<file path="config.mk">
export PLATFORM = sky130hd
export DESIGN_NAME = cd_div_chain
export DESIGN_NICKNAME = d
export VERILOG_FILES = /design/src/rtl/core/cd_pkg.sv /design/src/rtl/core/cd_div_cell.sv /design/src/rtl/core/cd_div_chain.sv
export SDC_FILE = /design/constraint.sdc
export NUM_CORES = 2
export LEC_CHECK = 0
export BUFFER_PORTS_ARGS = -buffer_cell sky130_fd_sc_hd__clkbuf_2
export CORE_ASPECT_RATIO = 1.1
export CORE_MARGIN = 2
export CORE_UTILIZATION = 62
export CTS_CLUSTER_DIAMETER = 30
export DETAILED_ROUTE_END_ITERATION = 6
export PLACE_DENSITY = 0.88
export REMOVE_ABC_BUFFERS = 1
export SYNTH_ARGS = -nofsm -noshare
export SYNTH_HDL_FRONTEND = slang
export SYNTH_SLANG_ARGS = --single-unit
</file>
<file path="constraint.sdc">
create_clock -name clock -period 4.3 [get_ports clock]
set_clock_uncertainty 0.2 [all_clocks]
set_input_delay 0.645 -clock clock [delete_from_list [all_inputs] [get_ports clock]]
set_output_delay 0.645 -clock clock [all_outputs]
set_load 0.05 [all_outputs]
</file>
<file path="src/rtl/core/cd_pkg.sv">
`timescale 1ns / 1ps
`default_nettype none
package cd_pkg;

   localparam int IN_W   = 16;
   localparam int OUT_W  = 32;
   localparam int FRAC   = 15;
   localparam int MAG_W  = IN_W + 1;
   localparam int NUM_W  = IN_W + 2;
   localparam int QB     = MAG_W + FRAC;
   localparam int RM_W   = FRAC + 1;
   localparam int PROD_W = RM_W + IN_W;
   localparam int SAT_W  = (QB > OUT_W) ? QB : OUT_W;

   localparam logic [SAT_W-1:0] LIM_NEG = SAT_W'(64'd1 << (OUT_W - 1));
   localparam logic [SAT_W-1:0] LIM_POS = SAT_W'((64'd1 << (OUT_W - 1)) - 64'd1);

   localparam logic [1:0] ST_OK   = 2'd0;
   localparam logic [1:0] ST_ZERO = 2'd1;
   localparam logic [1:0] ST_SAT  = 2'd2;

   typedef struct packed {
      logic signed [IN_W-1:0] dividend_real;
      logic signed [IN_W-1:0] dividend_imag;
      logic signed [IN_W-1:0] divisor_real;
      logic signed [IN_W-1:0] divisor_imag;
   } cd_req_type;

   typedef struct packed {
      logic signed [OUT_W-1:0] quotient_real;
      logic signed [OUT_W-1:0] quotient_imag;
      logic [1:0]              status;
   } cd_rsp_type;

   typedef struct packed {
      logic [MAG_W-1:0] rem;
      logic [MAG_W-1:0] div;
      logic [QB-1:0]    num;
      logic [QB-1:0]    quo;
   } cd_lane_type;

   function automatic logic [IN_W-1:0] cd_abs_in(input logic [IN_W-1:0] x);
      cd_abs_in = x[IN_W-1] ? (~x + 1'b1) : x;
   endfunction

   function automatic logic [MAG_W-1:0] cd_abs_num(input logic [NUM_W-1:0] x);
      logic [NUM_W-1:0] m;
      m = x[NUM_W-1] ? (~x + 1'b1) : x;
      cd_abs_num = m[MAG_W-1:0];
   endfunction

endpackage
`default_nettype wire

</file>
<file path="src/rtl/core/cd_div_cell.sv">
`timescale 1ns / 1ps
`default_nettype none
module cd_div_cell (
   input  wire                  clock,
   input  cd_pkg::cd_lane_type  lane_up,
   output cd_pkg::cd_lane_type  lane_ff
);
   import cd_pkg::*;

   logic [MAG_W:0] trial;
   logic [MAG_W:0] diff;
   cd_lane_type    lane_in;

   always_comb begin
      trial   = {lane_up.rem, lane_up.num[QB-1]};
      diff    = trial - {1'b0, lane_up.div};
      lane_in = lane_up;
      lane_in.num = {lane_up.num[QB-2:0], 1'b0};
      if (trial >= {1'b0, lane_up.div}) begin
         lane_in.rem = diff[MAG_W-1:0];
         lane_in.quo = {lane_up.quo[QB-2:0], 1'b1};
      end else begin
         lane_in.rem = trial[MAG_W-1:0];
         lane_in.quo = {lane_up.quo[QB-2:0], 1'b0};
      end
   end

   always_ff @(posedge clock) begin
      lane_ff <= lane_in;
   end

endmodule
`default_nettype wire

</file>
<file path="src/rtl/core/cd_div_chain.sv">
`timescale 1ns / 1ps
`default_nettype none
module cd_div_chain (
   input  wire                  clock,
   input  cd_pkg::cd_lane_type  lane_up,
   output cd_pkg::cd_lane_type  lane_dn
);
   import cd_pkg::*;

   cd_lane_type lanes [QB+1];

   assign lanes[0] = lane_up;

   for (genvar i = 0; i < QB; i++) begin : g_cell
      cd_div_cell u_cell (
         .clock   (clock),
         .lane_up (lanes[i]),
         .lane_ff (lanes[i+1])
      );
   end

   assign lane_dn = lanes[QB];

endmodule
`default_nettype wire

</file>
# ---- Word level (Yosys, flattened, before mapping)
# Cells that the tools add are included.
dict set report word_totals {
  regBits 2112
  wordCells 255
  in_bits 99
  output_inout_bits 98
}
dict set report op_classes {
  n_mux 64
  add_sub_neg 32
  order_cmp 32
}
# cell count
set op_table {}
lappend op_table {{$ge A18 B17 Y1} 32}
lappend op_table {{$mux W17} 32}
lappend op_table {{$sub A17 B17 Y17} 32}
lappend op_table {{$mux W1} 32}

# ---- Depth between registers and ports, before layout
dict set report logic_depth {
  word_depth 2
  ltp_mapped 14
  depth_no_buf 12
}

# ---- Cells and area by module
# Synthesis repeated with hierarchy kept, for this count alone.
dict set report unflattened {
  hier_cells 8032
  hier_area_um2 100336.2
}
# mod cells_each n_inst seq_area_each_um2 area_per_inst_um2
set by_module_without_submodules {}
lappend by_module_without_submodules {cd_div_cell 251 32 1941.9 3135.5}

# ---- Least setup slack after synthesis
# No wires, ideal clock.
dict set report synth_path {
  path_kind {reg2reg}
  start {reg g_cell[6].u_cell.lane_ff[63] (netlist name)}
  end {reg g_cell[7].u_cell.lane_ff[89] (netlist name)}
  setup_ps 121
  required_time_ps 3979
  path_buffers 2
  period_less_slack_ps 3266
  stages_incl_launch_ff 15
  path_slack_ps 1034
  arrival_time_ps 2945
  cell_sequence {dfxtp_1 -> inv_1 -> ha_1 -> inv_1 -> fa_1 -> a21oi_2 -> o21ai_2 -> a2111oi_4 -> o41ai_2 -> o211ai_2 -> a211oi_1 -> or4_1 -> buf_4 -> buf_6 -> mux2_4}
}
# item line_no
set synth_rtl {}
lappend synth_rtl {{from (decl)} cd_div_cell.sv:6} ;# output cd_pkg::cd_lane_type lane_ff
lappend synth_rtl {{from (signal assigned)} cd_div_cell.sv:29} ;# lane_ff <= lane_in;
lappend synth_rtl {{to (signal assigned)} cd_div_cell.sv:29}
lappend synth_rtl {{to (decl)} cd_div_cell.sv:6}

==> results.toml <==
[synthesis]
yosys_warnings = 0
synth_cell_type_count = 87
syn_area_um2 = 75200
synth_common_cells = "dfxtp_1 (2112), inv_1 (708), ha_1 (544)"
yosys-top-cells-area = "dfxtp_1 (56%), ha_1 (9.1%), mux2_2 (4.8%)"
synth_edf_count = 0
seq_area_frac_synth = 0.5622
syn_area_per_cell_um2 = 10.95
synthFlopType = "dfxtp_1"
yosysTopAreaCell = "dfxtp_1"
postSynthCellCount = 6871
yosys.area.top_type_share = 0.5622
yosysMostFrequentCell = "dfxtp_1"
synthArstFlopShare = 0
ys_ff_latch = 2112

[setup_path]
path_buf_inv = 1
crit_type = "reg2reg"
cp-start-kind = "flip-flop"
r2r_setup_slack_ps = 140
rr_startpoint = "g_cell[18].u_cell.lane_ff[65]$_DFF_P_"
worstPathMaxFanout = 3
worstPathArrival_ps = 4660
critPathTopFamily = "compound AO/OA/AOI/OAI gates"
path_common_cell = "o21ai_0"
r2r_cells = 9
required_ps = 4790
r2r_end = "g_cell[19].u_cell.lane_ff[86]$_DFF_P_"
endpoint_kind = "flip-flop"
path_cells = "inv_1, ha_1, nor2b_1, o21a_1, o21ai_0, nand2b_1, a21oi_2, xor2_1, o21ai_0"
cp_slowest_cell = "xor2_1"
cpPeakStageDelay_ps = 960

[finish]
largest_reg_flops = 2112
regMostFlops = "g_cell.u_cell.lane_ff"
top_regs = "g_cell.u_cell.lane_ff (2112)"
drive_above_1_share = 0.1474
area_growth_pct = 19.43
final_core_util = 0.7430
fin_nets = 8033

[global_routing]
grt_pass1_wl_mm = 290.7
grt-ovfl-total = 0
grt_pass1_vias = 56300
antenna_found_initial = 21
grt_max_degree = 33
grt_use_total = 0.2933

[die]
rows = 134
num_io_pins = 197
core_um2 = 120900
die_area_um2 = 124100
initial_core_util = 0.6221
fp.dieW_um = 336.1
dieHeight_um = 369.3

[sta]
fmax_mhz = 240.3
rsz0062_at_grt = "false"
relSlewSlack = -0.02104
tightest_slew_ps = 1516
period_needed_ps = 4162
finalHoldViolations = 0
setup_viol = 0
min_period_over_period = 0.9680
setup_tns_ps = 0
drv_slew = 2

[route]
num_vias = 53690
via_per_inst = 5.804
drt_iter0_drc = 4693
drt_wl_total_mm = 182.5
wire_per_inst_um = 19.73
ant_nets = 0
firstDrtPassIters = 7
drcViolationCount = 21

[cts]
cts_root_buf = "clkbuf_16"
cts_sinks = 2112
cts_made_buffers = 335
clk_pin_slew_ps = 60
cts_tree = "yes"
clock_latency_ps = 920
cts.path.max_buffers = 4
cts_max_level = 5

[run_status]
status = "complete, but fails checks"
violations = "DRC, capacitance limit, slew limit"

[worst_hold_path]
holdPathEnd = "g_cell[1].u_cell.lane_ff[52]$_DFF_P_"
hold_path.class = "reg2reg"
hold_depth = 0
hp-start = "g_cell[0].u_cell.lane_ff[51]$_DFF_P_"

[pwr]
power.density_nw_per_um2 = 966.8
p_leak_nw = 41.17
vdd_drop_max_mv = 0.5099

[place]
port_buffers = 132
hpwl_mm = 101.8
place_congestion = 0.9379

[flow_run]
maxCapViolations = 1
## stage by stage
stage	setup WS (ps)	instances	instance area [um2]	power [mW]	hold WS [ps]
after floorplan	283.3	6792	74740	50.21	109.6
after global placement	633.4	8587	77700	55.38	109.6
after detailed placement	498.9	8587	77700	56.76	112.1
after CTS	266.4	9243	89750	85.65	47.21
after global routing	44.40	9245	89800	90.71	96.84
final	137.8	9251	89810	86.83	78.93
## worst register-to-register path: stages, from the launching register on
cell,delay (ps)
dfxtp_1,350
inv_1,130
ha_1,370
nor2b_1,170
o21a_1,210
o21ai_0,500
nand2b_1,160
a21oi_2,570
xor2_1,960
o21ai_0,330
## repair_timing
action | in CTS | in global routing
endpoints found under the hold margin | 65 | 0
setup buffers | 0 | 1
hold buffers | 65 | 0
gates resized for setup | 0 | 7
endpoints found under the setup margin | 0 | 24
## layer usage
metal  vias to the layer above  share of wire  global-route usage  routed length, um
met5                         -         0.0015            0.005122                267
met4                        28          0.073              0.2069              13290
met3                      1151          0.082              0.1015              15050
met2                      2912           0.49              0.4988              88530
met1                     25090           0.36              0.3008              65370
li1                      24520              -                   -                  -
## how the worst max path moves through the flow
| stage | endpoint | from | depth (start not counted) |
|---|---|---|---|
| after floorplan | g_cell[24].u_cell.lane_ff[82]$_DFF_P_ | g_cell[23].u_cell.lane_ff[63]$_DFF_P_ | 11 |
| after global placement | g_cell[24].u_cell.lane_ff[84]$_DFF_P_ | g_cell[23].u_cell.lane_ff[63]$_DFF_P_ | 12 |
| after CTS | g_cell[24].u_cell.lane_ff[89]$_DFF_P_ | g_cell[23].u_cell.lane_ff[63]$_DFF_P_ | 14 |
| after global routing | g_cell[21].u_cell.lane_ff[87]$_DFF_P_ | g_cell[20].u_cell.lane_ff[63]$_DFF_P_ | 13 |
| after detailed placement | g_cell[22].u_cell.lane_ff[85]$_DFF_P_ | g_cell[21].u_cell.lane_ff[63]$_DFF_P_ | 12 |
| final | g_cell[19].u_cell.lane_ff[86]$_DFF_P_ | g_cell[18].u_cell.lane_ff[65]$_DFF_P_ | 9 |
## logic make-up after synthesis
family / Yosys count / synth area share
AOI/OAI and AO/OA: 1367 / 0.1179
xor gates and xnor gates: 404 / 0.04705
adders and majority gates: 576 / 0.09903
buffers and inverters: 818 / 0.04302
DFF: 2112 / 0.5622
muxes: 354 / 0.05299
other: 1 / 0.00004986
and+or+nand+nor: 1239 / 0.07778
## layout by cell type (no fill, tap or decap), types with 244 or more instances in the layout
cell type,n
nor2_1,350
clkbuf_16,343
o21ai_0,300
mux2_2,321
dfxtp_1,2112
xnor2_1,244
inv_1,707
a21oi_1,368
nand2_1,355
ha_1,544
## final cells by class
type                    instances  area [um2]
multi-input cells            3972       29860
repair buffers                229        1551
well taps                    1632        2042
diodes                          7       17.52
fillers                      6880       31070
flip-flops and latches       2112       42280
inverters                     708        2661
clock buffers                 388        8952
clock inverters               203        2450
## report_power, final
| group | switching [mW] | internal [mW] | leakage (nW) |
|---|---|---|---|
| combinational | 18.0 | 13.6 | 17.9 |
| clock | 9.80 | 17.1 | 5.49 |
| sequential | 2.82 | 25.4 | 17.8 |
Note: power is estimated with default switching activity, not from simulation.
